### src/rtl/adc_mah_pkg.sv
`default_nettype none

package adc_mah_pkg;

    localparam int CH_W        = 3;
    localparam int SAMPLE_W    = 12;
    localparam int BAND_W      = 8;
    localparam int LIMIT_W     = 16;
    localparam int ACC_W       = 16;
    localparam int CFG_INDEX_W = 1;
    localparam int CFG_DATA_W  = 16;

    localparam logic [CFG_INDEX_W-1:0] CFG_BAND_HALFWIDTH = 1'b0;
    localparam logic [CFG_INDEX_W-1:0] CFG_DRIFT_LIMIT    = 1'b1;

    localparam logic [BAND_W-1:0]  BAND_RESET  = 8'd15;
    localparam logic [LIMIT_W-1:0] LIMIT_RESET = 16'd1000;

    typedef struct packed {
        logic [SAMPLE_W-1:0] held;
        logic [ACC_W-1:0]    above;
        logic [ACC_W-1:0]    below;
    } chan_rec_t;

endpackage

`default_nettype wire

### src/rtl/adc_mah_if.sv
`default_nettype none

interface adc_mah_in_if;
    import adc_mah_pkg::*;

    logic                valid;
    logic                ready;
    logic [CH_W-1:0]     channel;
    logic [SAMPLE_W-1:0] sample;

    modport source (output valid, output channel, output sample, input ready);
    modport sink   (input valid, input channel, input sample, output ready);
endinterface

interface adc_mah_out_if;
    import adc_mah_pkg::*;

    logic                valid;
    logic                ready;
    logic [CH_W-1:0]     out_channel;
    logic [SAMPLE_W-1:0] raw_value;
    logic [SAMPLE_W-1:0] smooth_value;

    modport source (output valid, output out_channel, output raw_value,
                    output smooth_value, input ready);
    modport sink   (input valid, input out_channel, input raw_value,
                    input smooth_value, output ready);
endinterface

`default_nettype wire

### src/rtl/adc_moving_average_hysteresis_top.sv
`default_nettype none

// Channel    Direction  Width (bits)             Transfer
// samples    sink       channel 3, sample 12     valid && ready
// results    source     3 + 12 + 12              valid && ready
// cfg        write      index 1, data 16         cfg_wr_en
//
// Samples on different channels are taken one per cycle while the result
// stage is not stalled; a sample on the same channel as the one ahead of it
// waits in stage C until that one leaves stage D, set by the two-stage
// read-modify-write loop on the channel record memory.
// Reset needs no clearing pass: per-channel fill and valid flags make unwritten
// entries read as zero. A stalled result stage freezes only the stages behind
// it that are full.

module adc_moving_average_hysteresis_top #(
    parameter int CHANNELS   = 8,
    parameter int RING_DEPTH = 8
) (
    input  wire logic                                 clk,
    input  wire logic                                 rst_n,
    adc_mah_in_if.sink                                samples,
    adc_mah_out_if.source                             results,
    input  wire logic                                 cfg_wr_en,
    input  wire logic [adc_mah_pkg::CFG_INDEX_W-1:0]  cfg_index,
    input  wire logic [adc_mah_pkg::CFG_DATA_W-1:0]   cfg_wdata
);
    import adc_mah_pkg::*;

    localparam int IDX_W   = (CHANNELS > 1) ? $clog2(CHANNELS) : 1;
    localparam int SLOT_W  = $clog2(RING_DEPTH);
    localparam int SUM_W   = SAMPLE_W + SLOT_W;
    localparam int SHIFT   = SUM_W + SLOT_W;
    localparam int RECIP_W = SUM_W + 1;
    localparam int PROD_W  = SUM_W + RECIP_W;
    localparam longint unsigned RECIP_VAL =
        ((64'd1 << SHIFT) + RING_DEPTH - 1) / RING_DEPTH;
    localparam logic [RECIP_W-1:0] RECIP = RECIP_W'(RECIP_VAL);
    localparam logic [SLOT_W-1:0]  SLOT_LAST = SLOT_W'(RING_DEPTH - 1);
    localparam logic [SAMPLE_W-1:0] SAMPLE_MAX = '1;

    function automatic logic [ACC_W-1:0] sat_add(input logic [ACC_W-1:0] acc,
                                                 input logic [SAMPLE_W-1:0] d);
        logic [ACC_W:0] s;
        s = {1'b0, acc} + (ACC_W+1)'(d);
        sat_add = s[ACC_W] ? '1 : s[ACC_W-1:0];
    endfunction

    // configuration
    logic [BAND_W-1:0]  band_reg;
    logic [LIMIT_W-1:0] limit_reg;

    always_ff @(posedge clk or negedge rst_n)
    begin
        if (!rst_n)
        begin
            band_reg  <= BAND_RESET;
            limit_reg <= LIMIT_RESET;
        end
        else if (cfg_wr_en)
        begin
            case (cfg_index)
                CFG_BAND_HALFWIDTH: band_reg  <= cfg_wdata[BAND_W-1:0];
                CFG_DRIFT_LIMIT:    limit_reg <= cfg_wdata[LIMIT_W-1:0];
                default: ;
            endcase
        end
    end

    // pipeline control
    logic a_vld_reg, b_vld_reg, c_vld_reg, d_vld_reg, o_vld_reg;
    logic accept, a_go, b_go, c_go, d_go;
    logic a_free, b_free, c_free, d_free, o_free;
    logic c_hazard, d_write;

    logic [CH_W-1:0] a_ch_reg, b_ch_reg, c_ch_reg, d_ch_reg, o_ch_reg;

    assign o_free   = !o_vld_reg || results.ready;
    assign d_go     = d_vld_reg && o_free;
    assign d_free   = !d_vld_reg || o_free;
    assign c_hazard = d_vld_reg && (d_ch_reg == c_ch_reg);
    assign c_go     = c_vld_reg && d_free && !c_hazard;
    assign c_free   = !c_vld_reg || (d_free && !c_hazard);
    assign b_go     = b_vld_reg && c_free;
    assign b_free   = !b_vld_reg || c_free;
    assign a_go     = a_vld_reg && b_free;
    assign a_free   = !a_vld_reg || b_free;

    assign samples.ready = a_free;
    assign accept        = samples.valid && a_free;

    always_ff @(posedge clk or negedge rst_n)
    begin
        if (!rst_n)
        begin
            a_vld_reg <= 1'b0;
            b_vld_reg <= 1'b0;
            c_vld_reg <= 1'b0;
            d_vld_reg <= 1'b0;
            o_vld_reg <= 1'b0;
        end
        else
        begin
            if (a_free) a_vld_reg <= accept;
            if (b_free) b_vld_reg <= a_go;
            if (c_free) c_vld_reg <= b_go;
            if (d_free) d_vld_reg <= c_go;
            if (o_free) o_vld_reg <= d_go;
        end
    end

    // input decode, ring slot and fill flags
    logic [IDX_W-1:0]  in_idx;
    logic              in_live;
    logic [SLOT_W-1:0] in_slot;
    logic [SLOT_W-1:0] slot_reg [CHANNELS];
    logic [CHANNELS-1:0] full_reg;

    assign in_idx  = IDX_W'(samples.channel);
    assign in_live = int'(samples.channel) < CHANNELS;
    assign in_slot = slot_reg[in_idx];

    always_ff @(posedge clk or negedge rst_n)
    begin
        if (!rst_n)
        begin
            for (int i = 0; i < CHANNELS; i++)
            begin
                slot_reg[i] <= '0;
            end
            full_reg <= '0;
        end
        else if (accept && in_live)
        begin
            if (in_slot == SLOT_LAST)
            begin
                slot_reg[in_idx] <= '0;
                full_reg[in_idx] <= 1'b1;
            end
            else
            begin
                slot_reg[in_idx] <= in_slot + 1'b1;
            end
        end
    end

    // sample ring memory: write new, read oldest in one access
    logic [SAMPLE_W-1:0] ring_mem [CHANNELS][RING_DEPTH];
    logic [SAMPLE_W-1:0] a_old_reg;
    logic [SAMPLE_W-1:0] a_smp_reg;
    logic                a_live_reg;
    logic                a_full_reg;

    always_ff @(posedge clk)
    begin
        if (accept)
        begin
            if (in_live)
            begin
                ring_mem[in_idx][in_slot] <= samples.sample;
            end
            a_old_reg <= ring_mem[in_idx][in_slot];
        end
    end

    always_ff @(posedge clk)
    begin
        if (accept)
        begin
            a_ch_reg   <= samples.channel;
            a_smp_reg  <= samples.sample;
            a_live_reg <= in_live;
            a_full_reg <= full_reg[in_idx];
        end
    end

    // stage A: running sum
    logic [IDX_W-1:0]    a_idx;
    logic [SAMPLE_W-1:0] a_old;
    logic [SUM_W-1:0]    sum_next;
    logic [SUM_W-1:0]    sum_reg [CHANNELS];

    assign a_idx    = IDX_W'(a_ch_reg);
    assign a_old    = a_full_reg ? a_old_reg : '0;
    assign sum_next = sum_reg[a_idx] - SUM_W'(a_old) + SUM_W'(a_smp_reg);

    always_ff @(posedge clk or negedge rst_n)
    begin
        if (!rst_n)
        begin
            for (int i = 0; i < CHANNELS; i++)
            begin
                sum_reg[i] <= '0;
            end
        end
        else if (a_go && a_live_reg)
        begin
            sum_reg[a_idx] <= sum_next;
        end
    end

    logic [SAMPLE_W-1:0] b_smp_reg;
    logic                b_live_reg;
    logic [SUM_W-1:0]    b_sum_reg;

    always_ff @(posedge clk)
    begin
        if (a_go)
        begin
            b_ch_reg   <= a_ch_reg;
            b_smp_reg  <= a_smp_reg;
            b_live_reg <= a_live_reg;
            b_sum_reg  <= sum_next;
        end
    end

    // stage B: reciprocal multiply, channel record read
    logic [IDX_W-1:0]    b_idx;
    logic [PROD_W-1:0]   c_prod_reg;
    logic [SAMPLE_W-1:0] c_smp_reg;
    logic                c_live_reg;

    assign b_idx = IDX_W'(b_ch_reg);

    always_ff @(posedge clk)
    begin
        if (b_go)
        begin
            c_ch_reg   <= b_ch_reg;
            c_smp_reg  <= b_smp_reg;
            c_live_reg <= b_live_reg;
            c_prod_reg <= b_sum_reg * RECIP;
        end
    end

    chan_rec_t           chan_mem [CHANNELS];
    chan_rec_t           chan_rd_reg;
    chan_rec_t           c_fwd_reg;
    chan_rec_t           d_rec_next;
    logic [CHANNELS-1:0] rec_vld_reg;
    logic                c_mem_vld_reg;
    logic                c_fwd_vld_reg;
    logic                fwd_hit;
    logic [IDX_W-1:0]    d_idx;
    logic                d_live_reg;

    assign d_idx   = IDX_W'(d_ch_reg);
    assign d_write = d_go && d_live_reg;
    assign fwd_hit = d_write && (b_go ? (d_ch_reg == b_ch_reg) : (d_ch_reg == c_ch_reg));

    always_ff @(posedge clk)
    begin
        if (d_write)
        begin
            chan_mem[d_idx] <= d_rec_next;
        end
        if (b_go)
        begin
            chan_rd_reg <= chan_mem[b_idx];
        end
        if (fwd_hit)
        begin
            c_fwd_reg <= d_rec_next;
        end
    end

    always_ff @(posedge clk or negedge rst_n)
    begin
        if (!rst_n)
        begin
            rec_vld_reg   <= '0;
            c_mem_vld_reg <= 1'b0;
            c_fwd_vld_reg <= 1'b0;
        end
        else
        begin
            if (d_write)
            begin
                rec_vld_reg[d_idx] <= 1'b1;
            end
            if (b_go)
            begin
                c_mem_vld_reg <= rec_vld_reg[b_idx];
                c_fwd_vld_reg <= fwd_hit;
            end
            else if (fwd_hit)
            begin
                c_fwd_vld_reg <= 1'b1;
            end
        end
    end

    // stage C: band test and accumulation
    chan_rec_t           c_rec;
    logic [SAMPLE_W-1:0] c_avg;
    logic [SAMPLE_W-1:0] c_lo;
    logic [SAMPLE_W:0]   c_hi;
    logic                c_pass;
    logic [ACC_W-1:0]    c_above;
    logic [ACC_W-1:0]    c_below;

    always_comb
    begin
        if (c_fwd_vld_reg)
            c_rec = c_fwd_reg;
        else if (c_mem_vld_reg)
            c_rec = chan_rd_reg;
        else
            c_rec = '0;

        c_avg = c_prod_reg[SHIFT +: SAMPLE_W];
        c_lo  = (c_rec.held >= SAMPLE_W'(band_reg)) ? c_rec.held - SAMPLE_W'(band_reg) : '0;
        c_hi  = {1'b0, c_rec.held} + (SAMPLE_W+1)'(band_reg);
        c_pass = !((c_avg > c_lo) && ({1'b0, c_avg} < c_hi));

        c_above = (c_avg > c_rec.held) ? sat_add(c_rec.above, c_avg - c_rec.held)
                                       : c_rec.above;
        c_below = (c_avg < c_rec.held) ? sat_add(c_rec.below, c_rec.held - c_avg)
                                       : c_rec.below;
    end

    logic [SAMPLE_W-1:0] d_smp_reg;
    logic [SAMPLE_W-1:0] d_avg_reg;
    logic [SAMPLE_W-1:0] d_held_reg;
    logic [ACC_W-1:0]    d_above_reg;
    logic [ACC_W-1:0]    d_below_reg;
    logic                d_pass_reg;

    always_ff @(posedge clk)
    begin
        if (c_go)
        begin
            d_ch_reg    <= c_ch_reg;
            d_smp_reg   <= c_smp_reg;
            d_live_reg  <= c_live_reg;
            d_avg_reg   <= c_avg;
            d_held_reg  <= c_rec.held;
            d_above_reg <= c_above;
            d_below_reg <= c_below;
            d_pass_reg  <= c_pass;
        end
    end

    // stage D: drift correction and write back
    logic                d_up;
    logic                d_dn;
    logic [SAMPLE_W-1:0] d_smooth;

    always_comb
    begin
        d_up = {1'b0, d_above_reg} > ({1'b0, d_below_reg} + {1'b0, limit_reg});
        d_dn = {1'b0, d_below_reg} > ({1'b0, d_above_reg} + {1'b0, limit_reg});

        d_rec_next.above = '0;
        d_rec_next.below = '0;
        if (d_pass_reg)
        begin
            d_rec_next.held = d_avg_reg;
        end
        else if (d_up)
        begin
            d_rec_next.held = (d_held_reg == SAMPLE_MAX) ? SAMPLE_MAX : d_held_reg + 1'b1;
        end
        else if (d_dn)
        begin
            d_rec_next.held = (d_held_reg == '0) ? '0 : d_held_reg - 1'b1;
        end
        else
        begin
            d_rec_next.held  = d_held_reg;
            d_rec_next.above = d_above_reg;
            d_rec_next.below = d_below_reg;
        end

        d_smooth = d_live_reg ? d_rec_next.held : '0;
    end

    // result register
    logic [SAMPLE_W-1:0] o_raw_reg;
    logic [SAMPLE_W-1:0] o_smooth_reg;

    always_ff @(posedge clk)
    begin
        if (d_go)
        begin
            o_ch_reg     <= d_ch_reg;
            o_raw_reg    <= d_smp_reg;
            o_smooth_reg <= d_smooth;
        end
    end

    assign results.valid        = o_vld_reg;
    assign results.out_channel  = o_ch_reg;
    assign results.raw_value    = o_raw_reg;
    assign results.smooth_value = o_smooth_reg;

endmodule

`default_nettype wire

### src/flat_wrapper.sv
// flat-port wrapper written by rule: the top's interface ports become plain ports
module adc_moving_average_hysteresis_top_flat import adc_mah_pkg::*;
#(
    parameter int CHANNELS   = 8,
    parameter int RING_DEPTH = 8
)
  (clk, rst_n, cfg_wr_en, cfg_index, cfg_wdata, samples_valid, samples_channel, samples_sample, samples_ready, results_valid, results_out_channel, results_raw_value, results_smooth_value, results_ready);
  adc_mah_in_if samples_i ();
  adc_mah_out_if results_i ();
  input  wire logic clk;
  input  wire logic rst_n;
  input  wire logic cfg_wr_en;
  input  wire logic [adc_mah_pkg::CFG_INDEX_W-1:0] cfg_index;
  input  wire logic [adc_mah_pkg::CFG_DATA_W-1:0] cfg_wdata;
  input wire logic [$bits(samples_i.valid)-1:0] samples_valid;
  input wire logic [$bits(samples_i.channel)-1:0] samples_channel;
  input wire logic [$bits(samples_i.sample)-1:0] samples_sample;
  output wire logic [$bits(samples_i.ready)-1:0] samples_ready;
  output wire logic [$bits(results_i.valid)-1:0] results_valid;
  output wire logic [$bits(results_i.out_channel)-1:0] results_out_channel;
  output wire logic [$bits(results_i.raw_value)-1:0] results_raw_value;
  output wire logic [$bits(results_i.smooth_value)-1:0] results_smooth_value;
  input wire logic [$bits(results_i.ready)-1:0] results_ready;
  assign samples_i.valid = samples_valid;
  assign samples_i.channel = samples_channel;
  assign samples_i.sample = samples_sample;
  assign samples_ready = samples_i.ready;
  assign results_valid = results_i.valid;
  assign results_out_channel = results_i.out_channel;
  assign results_raw_value = results_i.raw_value;
  assign results_smooth_value = results_i.smooth_value;
  assign results_i.ready = results_ready;
  adc_moving_average_hysteresis_top #(.CHANNELS(CHANNELS), .RING_DEPTH(RING_DEPTH)) u_core (.clk(clk), .rst_n(rst_n), .samples(samples_i), .results(results_i), .cfg_wr_en(cfg_wr_en), .cfg_index(cfg_index), .cfg_wdata(cfg_wdata));
endmodule
### config.mk
export PLATFORM = sky130hd
export DESIGN_NAME = adc_moving_average_hysteresis_top_flat
export DESIGN_NICKNAME = d
export VERILOG_FILES = /design/src/rtl/adc_mah_pkg.sv /design/src/rtl/adc_mah_if.sv /design/src/rtl/adc_moving_average_hysteresis_top.sv /design/src/flat_wrapper.sv
export SDC_FILE = /design/constraint.sdc
export NUM_CORES = 2
export LEC_CHECK = 0
export ABC_CLOCK_PERIOD_IN_PS = 7300
export BUFFER_PORTS_ARGS = -buffer_cell sky130_fd_sc_hd__buf_2
export CORE_ASPECT_RATIO = 0.5
export CORE_UTILIZATION = 55
export CTS_BUF_LIST = sky130_fd_sc_hd__clkbuf_4
export DETAILED_ROUTE_END_ITERATION = 10
export PLACE_DENSITY = 0.71
export SLEW_MARGIN = 10
export SYNTH_ARGS = -nofsm -noshare
export SYNTH_HDL_FRONTEND = slang
export SYNTH_SLANG_ARGS = --single-unit
### constraint.sdc
create_clock -name clk -period 7.3 [get_ports clk]
set_input_delay 0.365 -clock clk [delete_from_list [all_inputs] [get_ports clk]]
set_output_delay 0.365 -clock clk [all_outputs]
set_load 0.05 [all_outputs]
[After elaboration in Yosys (flattened, before gate mapping)]
Memories as Yosys holds them, arrays and structs flattened. A register that Yosys moved wholly into a read port is not among the register bits.
Cells that the tools add are included.
Word-level totals
  register bits after elaboration: 422
  latch bits: 0
  memory bits (writable): 1120
  memory bits (read-only): 0
  input bits: 37
  output and inout bits: 29
  word-level logic and storage cells: 176
  memories kept: 2
Cells by class
  add/sub/neg operators: 13
  $mul: 0
  divide/modulo/power cells: 0
  magnitude comparators: 18
  equality and inequality tests: 4
  shift operators: 0
  multiplexer cells: 49
  bitwise logic cells: 8
  reduce and logical (&&, ||, !) cells: 32
Memory list
  u_core.ring_mem: words 8, bits a word 96, rd ports 1, clocked after Yosys merged registers in 0, wr ports 1, RTL line adc_moving_average_hysteresis_top.sv:148  | logic [SAMPLE_W-1:0] ring_mem [CHANNELS][RING_DEPTH];
  u_core.chan_mem: words 8, bits a word 44, rd ports 1, clocked after Yosys merged registers in 1, wr ports 1, RTL line adc_moving_average_hysteresis_top.sv:236  | chan_rec_t chan_mem [CHANNELS];
Operator list (count)
  $bwmux 120: 1
  $mux 12: 10
  $mux 32: 3
  $mux 96: 1
  $mux 44: 2
  $mux 16: 4
  $bmux 15 s3: 1
  $demux 15 s3: 1
  $mux 15: 3
  $bmux 12 s3: 1
  $demux 12 s3: 1
  $add 16x12->17: 2
  $add 16x16->17: 2
  $gt 16x17->1: 2
  $and 24x24->24: 1
  $bwmux 24: 1
  $gt 12x12->1: 2
  $mux 24: 1
  $not 24->24: 1
  $sub 12x12->12: 2
  $or 8x8->8: 2
  $add 15x12->15: 1
  $logic_and 1x1->1: 15
  $sub 15x12->15: 1
  other kinds (28): 63

[Longest topological paths before layout]
  word-level depth: 10
  gate-level depth with buffers: 27
  mapped depth without buffers: 23

[Worst setup path after synthesis]
OpenSTA, ideal clock, no wires.
  kind: reg2reg
  from: reg u_core.d_ch_reg[2]
  to: reg u_core.c_fwd_reg[0] in the netlist's numbering (enable)
  library setup time: 0.445 ns
  data arrival time: 6.533 ns
  data required time: 6.855 ns
  slack: 0.322 ns
  cell stages (with the launch flop): 9
  buffers on the path: 1
  period minus slack after synthesis: 6.978 ns
  cells stage by stage: edfxtp_1 -> clkbuf_1 -> xor2_1 -> nor3_1 -> o211ai_1 -> inv_2 -> nor2_1 -> mux2i_1 -> nor2_1
Between the ends
  word-level cells in the longest chain between the ends: 8
  elaborated cells between the ends (all ways): 9
  classes of those cells: eq/ne (2); mux (1); reduce/logical (6)
Ends and longest elaborated chain
  start: declaration: RTL line adc_moving_average_hysteresis_top.sv:76  | logic [CH_W-1:0] a_ch_reg, b_ch_reg, c_ch_reg, d_ch_reg, o_ch_reg;
  start signal: assignment: RTL line adc_moving_average_hysteresis_top.sv:333  | d_ch_reg <= c_ch_reg;
  $eq 3x3->1: RTL line adc_moving_average_hysteresis_top.sv:81  | assign c_hazard = d_vld_reg && (d_ch_reg == c_ch_reg);
  $logic_and 1x1->1: RTL line adc_moving_average_hysteresis_top.sv:81
  $logic_not 1->1: RTL line adc_moving_average_hysteresis_top.sv:83  | assign c_free = !c_vld_reg || (d_free && !c_hazard);
  $logic_and 1x1->1: RTL line adc_moving_average_hysteresis_top.sv:83
  $logic_or 1x1->1: RTL line adc_moving_average_hysteresis_top.sv:83
  $logic_and 1x1->1: RTL line adc_moving_average_hysteresis_top.sv:84  | assign b_go = b_vld_reg && c_free;
  net u_core.b_go: RTL line adc_moving_average_hysteresis_top.sv:72  | logic accept, a_go, b_go, c_go, d_go;
  $mux 1: RTL line adc_moving_average_hysteresis_top.sv:249  | assign fwd_hit = d_write && (b_go ? (d_ch_reg == b_ch_reg) : (d_ch_reg == c_ch_reg));
  $logic_and 1x1->1: RTL line adc_moving_average_hysteresis_top.sv:249
  net u_core.fwd_hit: RTL line adc_moving_average_hysteresis_top.sv:243  | logic fwd_hit;
  end signal: assignment: RTL line adc_moving_average_hysteresis_top.sv:263  | c_fwd_reg <= d_rec_next;
  end: declaration: RTL line adc_moving_average_hysteresis_top.sv:238  | chan_rec_t c_fwd_reg;
The timed path passes the listed nets, and every way through them passes these cells.
A chain may end at the register's enable or synchronous reset.

==> flow_summary.html <==
<table>
<tr><th>Metric</th><th>Value</th></tr>
<tr><th colspan="2">Yosys</th></tr>
<tr><td>Multiplexer area fraction after synthesis</td><td>0.0768</td></tr>
<tr><td>Dominant cell type by area after synthesis</td><td>sky130_fd_sc_hd__edfxtp_1</td></tr>
<tr><td>Synthesis-stage register bit count</td><td>1580</td></tr>
<tr><td>Syn_nets</td><td>4404</td></tr>
<tr><td>Cell count after synthesis</td><td>4178</td></tr>
<tr><td>Fraction of post-synthesis cell area in the top cell type by area</td><td>0.629</td></tr>
<tr><td>Synth Area in Adders</td><td>0.0379</td></tr>
<tr><td>Yosys synthesis warning count</td><td>0</td></tr>
<tr><td>Seq/Total Area, Yosys</td><td>0.701</td></tr>
<tr><td>Number of enable-type register cells in the synthesized netlist</td><td>1389</td></tr>
<tr><td>Leading cell types by total area after synthesis</td><td>sky130_fd_sc_hd__edfxtp_1 (63%), sky130_fd_sc_hd__dfrtp_1 (6.8%), sky130_fd_sc_hd__mux4_2 (3.4%), sky130_fd_sc_hd__ha_1 (3.2%), sky130_fd_sc_hd__mux2_2 (3.1%)</td></tr>
<tr><td>Post-synthesis xor/xnor area fraction</td><td>0.0129</td></tr>
<tr><td>Compound-cell area share of the yosys netlist</td><td>0.102</td></tr>
<tr><td>Post-Syn Area</td><td>66300 µm²</td></tr>
<tr><td>Average cell area after synthesis</td><td>15.9 µm²</td></tr>
<tr><td>Largest family of logic cells by synthesized area</td><td>compound AO/OA/AOI/OAI gates</td></tr>
<tr><td>Simple-gate share of the synthesized area</td><td>0.0486</td></tr>
<tr><td>Asr flop ratio synth</td><td>0.121</td></tr>
<tr><td>Netlist cell types</td><td>78</td></tr>
<tr><td>Prevailing post-synth register cell</td><td>sky130_fd_sc_hd__edfxtp_1</td></tr>
<tr><th colspan="2">Global routing</th></tr>
<tr><td>Via count of the first global-routing pass</td><td>40800</td></tr>
<tr><td>Global-route usage over all layers</td><td>0.281</td></tr>
<tr><td>Pin count of the biggest net entering global routing</td><td>88</td></tr>
<tr><td>Global-route wire length before repair</td><td>254000 µm</td></tr>
<tr><td>Number of antenna violations at the first check in global routing</td><td>4</td></tr>
<tr><td>Total gr overflow</td><td>0</td></tr>
<tr><th colspan="2">Power and ir drop</th></tr>
<tr><td>Power consumption</td><td>33100 µW</td></tr>
<tr><td>Leakage component of the power</td><td>0.0265 µW</td></tr>
<tr><td>Maximum resistive drop on vdd</td><td>0.000308 V</td></tr>
<tr><td>Areal power density over the cells</td><td>446 nW/µm²</td></tr>
<tr><th colspan="2">Placed design</th></tr>
<tr><td>Count of input and output buffers</td><td>65</td></tr>
<tr><td>Number of cells in the design after placement</td><td>5763</td></tr>
<tr><td>Post-placement worst setup slack</td><td>1.53 ns</td></tr>
<tr><td>Global placer's final weighted congestion</td><td>0.917</td></tr>
<tr><td>Post-detailed-placement half-perimeter wirelength</td><td>100000 µm</td></tr>
<tr><th colspan="2">Clock network</th></tr>
<tr><td>Count of instances resized after the clock tree is built</td><td>0</td></tr>
<tr><td># clock sinks</td><td>1580</td></tr>
<tr><td>Number of H-tree levels</td><td>5</td></tr>
<tr><td>Clock-pin slew reported for the worst setup and hold paths after clock tree synthesis</td><td>0.08 ns</td></tr>
<tr><td>Hold bufs inserted after CTS</td><td>72</td></tr>
<tr><td>Post-CTS setup buffers</td><td>0</td></tr>
<tr><td>Clock tree from TritonCTS</td><td>yes</td></tr>
<tr><td>Clock latency reported for the late side of the worst-skew pair</td><td>1.29 ns</td></tr>
<tr><td>Clock buffers created by TritonCTS</td><td>359</td></tr>
<tr><td>Root Buffer Master</td><td>sky130_fd_sc_hd__clkbuf_4</td></tr>
<tr><td>Clock buffer depth</td><td>4</td></tr>
<tr><th colspan="2">Min path</th></tr>
<tr><td>Worst-case hold path end point</td><td>u_core.a_ch_reg[1]</td></tr>
<tr><td>Worst Hold Depth</td><td>2</td></tr>
<tr><td>Kind of path behind the tightest hold check</td><td>in -&gt; reg</td></tr>
<tr><td>Hold wc startpoint</td><td>samples_channel[1]</td></tr>
<tr><th colspan="2">Final layout</th></tr>
<tr><td>Share of the core filled with cells</td><td>0.626</td></tr>
<tr><td>Fraction of layout cells with a size suffix above 1</td><td>0.232</td></tr>
<tr><td>Total Nets Final</td><td>4830</td></tr>
<tr><td>Leading cell type in the layout, fill and taps excluded</td><td>sky130_fd_sc_hd__edfxtp_1</td></tr>
<tr><td>Flip-flop count of the largest register after layout</td><td>768</td></tr>
<tr><td>Most used cells in the layout excluding fill and tap cells</td><td>sky130_fd_sc_hd__edfxtp_1 (1389), sky130_fd_sc_hd__clkbuf_4 (545), sky130_fd_sc_hd__nor2_1 (210)</td></tr>
<tr><td>Fin cells</td><td>6460</td></tr>
<tr><td>Layout overhead on the synthesized area</td><td>12.1%</td></tr>
<tr><th colspan="2">Critical path</th></tr>
<tr><td>Kind of start point of the critical path</td><td>register</td></tr>
<tr><td>Worst R2R Setup Slack</td><td>1.38 ns</td></tr>
<tr><td>Critical path's largest stage delay</td><td>0.54 ns</td></tr>
<tr><td>Kind of cell adding the most delay to the critical path</td><td>compound AO/OA/AOI/OAI gates</td></tr>
<tr><td>Critical Path Fanout Max</td><td>15</td></tr>
<tr><td>Crit path DAT</td><td>6.89 ns</td></tr>
<tr><td>Critical path's slowest cell</td><td>sky130_fd_sc_hd__dfrtp_2</td></tr>
<tr><td>CP cell instances</td><td>nor2b_4 &gt; a22o_1 &gt; ha_1 &gt; o21ai_1 &gt; a21boi_0 &gt; o21ai_0 &gt; nand2b_1 &gt; a21o_1 &gt; a21oi_1 &gt; mux2_2 &gt; a2111o_1 &gt; ha_1 &gt; a21o_1 &gt; a2111oi_0 &gt; o31ai_1 &gt; nand3_1 &gt; nand2_1 &gt; mux2_2</td></tr>
<tr><td>Number of buffers and inverters on the critical path</td><td>0</td></tr>
<tr><td>Path type of the worst setup path</td><td>reg -&gt; reg</td></tr>
<tr><td>Worst reg2reg path endpoint</td><td>u_core.d_below_reg[13]</td></tr>
<tr><td>CP Capture Type</td><td>register</td></tr>
<tr><td>Worst reg2reg path depth</td><td>18</td></tr>
<tr><td>Startpoint of the lowest-slack register-to-register path</td><td>u_core.c_fwd_vld_reg</td></tr>
<tr><td>Data required time of the worst path</td><td>8.27 ns</td></tr>
<tr><th colspan="2">Floorplan</th></tr>
<tr><td>Die width</td><td>493 µm</td></tr>
<tr><td>Top-level I/O count</td><td>66</td></tr>
<tr><td>Initial core utilization</td><td>0.558</td></tr>
<tr><td>Chip height</td><td>247 µm</td></tr>
<tr><td>Number of cell rows</td><td>89</td></tr>
<tr><td>DIE AREA</td><td>122000 µm²</td></tr>
<tr><td>Core box area</td><td>119000 µm²</td></tr>
<tr><th colspan="2">Routing</th></tr>
<tr><td>Initial DRC count</td><td>4426</td></tr>
<tr><td>Highest signal layer in the routed design</td><td>met5</td></tr>
<tr><td>Routed length on met1</td><td>68500 µm</td></tr>
<tr><td>Met3 WL</td><td>14800 µm</td></tr>
<tr><td>Final routed wire length divided by cell count</td><td>26.4 µm</td></tr>
<tr><td>Total length of routed met2 wires</td><td>81500 µm</td></tr>
<tr><td>Total Routed Length</td><td>170000 µm</td></tr>
<tr><td>Detail-routed via count per cell</td><td>6.20</td></tr>
<tr><td>First-pass iteration count of the detailed router</td><td>6</td></tr>
<tr><td>Via total after detailed routing</td><td>40100</td></tr>
<tr><td>Post-DRT Antenna Nets</td><td>0</td></tr>
<tr><td>DRC Markers</td><td>0</td></tr>
<tr><th colspan="2">STA</th></tr>
<tr><td>Setup violators final</td><td>0</td></tr>
<tr><td>Slew at the pin closest to its max-slew limit</td><td>1.32 ns</td></tr>
<tr><td>Clock period minus final worst setup slack</td><td>5.92 ns</td></tr>
<tr><td>Aggregate negative setup slack</td><td>0 ns</td></tr>
<tr><td>Slew Limit Headroom</td><td>0.112</td></tr>
<tr><td>Highest attainable clock frequency</td><td>169 MHz</td></tr>
<tr><td>Tcrit/Tclk final</td><td>0.811</td></tr>
<tr><td>Final setup slack of the worst path</td><td>1.38 ns</td></tr>
<tr><td>Final hold violation count</td><td>0</td></tr>
<tr><td>Setup Skew</td><td>0.105 ns</td></tr>
<tr><td>Unrepaired setup endpoints after global routing</td><td>false</td></tr>
<tr><td>Final Max Slew Viols</td><td>0</td></tr>
<tr><th colspan="2">Outcome</th></tr>
<tr><td>Status</td><td>completed</td></tr>
<tr><th colspan="2">Run</th></tr>
<tr><td>Max Cap Violations</td><td>0</td></tr>
</table>
## metrics by stage
step	instance area [µm²]	hold slack, ns
after floorplan	66300	0.0694
after global placement	69000	0.402
after detailed placement	69000	0.405
after CTS	74300	0.0183
after global routing	74300	0.0745
final	74300	0.156
## worst max-delay path by stage
stage / startpoint / end / slack, ns / cells after the start
final: u_core.c_fwd_vld_reg / u_core.d_below_reg[13] / 1.38 / 18
after global routing: u_core.c_fwd_vld_reg / u_core.d_below_reg[13] / 0.98 / 22
after CTS: u_core.c_fwd_vld_reg / u_core.d_below_reg[13] / 1.45 / 18
after detailed placement: u_core.d_above_reg[0] / u_core.chan_mem[0][35] / 1.53 / 19
after global placement: u_core.d_below_reg[1] / u_core.chan_mem[0][41] / 1.67 / 21
after floorplan: u_core.d_ch_reg[2] / u_core.c_fwd_reg[0] / 0.32 / 8
## where the power goes
| group | leakage, µW | internal, µW | switching (µW) | total (µW) |
|---|---|---|---|---|
| registers | 0.0150 | 12300 | 918 | 13200 |
| clock network | 0.00272 | 3570 | 3430 | 7000 |
| logic | 0.00877 | 4910 | 7950 | 12900 |
| total | 0.0265 | 20800 | 12300 | 33100 |
## per-layer routing
| metal | vias to the layer above | global-route usage |
|---|---|---|
| met2 | 2009 | 0.457 |
| met4 | 4 | 0.115 |
| met1 | 20200 | 0.375 |
| met3 | 326 | 0.0576 |
| met5 | - | 0 |
| li1 | 17600 | - |
## cells by family after synthesis
logic type	after synthesis
flops	1580
compound gates	939
xor+xnor	98
buf+inv	343
simple gates	672
mux	357
fa+ha+maj	189
## synth_stat cells (24+ instances only)
master,instances
sky130_fd_sc_hd__a21o_1,37
sky130_fd_sc_hd__a21oi_1,134
sky130_fd_sc_hd__a221oi_1,127
sky130_fd_sc_hd__a22o_1,115
sky130_fd_sc_hd__a22oi_1,187
sky130_fd_sc_hd__a31oi_1,83
sky130_fd_sc_hd__and2_1,63
sky130_fd_sc_hd__buf_1,38
sky130_fd_sc_hd__clkbuf_1,152
sky130_fd_sc_hd__dfrtp_1,181
sky130_fd_sc_hd__edfxtp_1,1389
sky130_fd_sc_hd__ha_1,169
sky130_fd_sc_hd__inv_1,124
sky130_fd_sc_hd__mux2_1,24
sky130_fd_sc_hd__mux2_2,185
sky130_fd_sc_hd__mux2i_1,47
sky130_fd_sc_hd__mux4_2,100
sky130_fd_sc_hd__nand2_1,147
sky130_fd_sc_hd__nand2b_1,25
sky130_fd_sc_hd__nand3_1,39
sky130_fd_sc_hd__nand4_1,24
sky130_fd_sc_hd__nor2_1,222
sky130_fd_sc_hd__nor2b_1,35
sky130_fd_sc_hd__nor3_1,38
sky130_fd_sc_hd__o21a_1,26
sky130_fd_sc_hd__o21ai_0,97
sky130_fd_sc_hd__xnor2_1,55
sky130_fd_sc_hd__xor2_1,43
## worst reg2reg max path, delay by kind of cell, from the launching register on
family          cells  cell delay [ns]
flops               1             0.54
mux                 2             0.66
simple gates        4             1.08
fa+ha+maj           2             0.70
compound gates     10             2.65
## cell type report
type | count | area (µm²)
flip-flops and latches | 1580 | 46500
fillers | 8687 | 44400
multi-input cells | 2255 | 18600
clock buffers | 545 | 4090
repair buffers | 280 | 2200
well taps | 1592 | 1990
inverters | 128 | 480
clock inverters | 76 | 444
diodes | 4 | 10.0
Power figures use the tool's default switching activity.
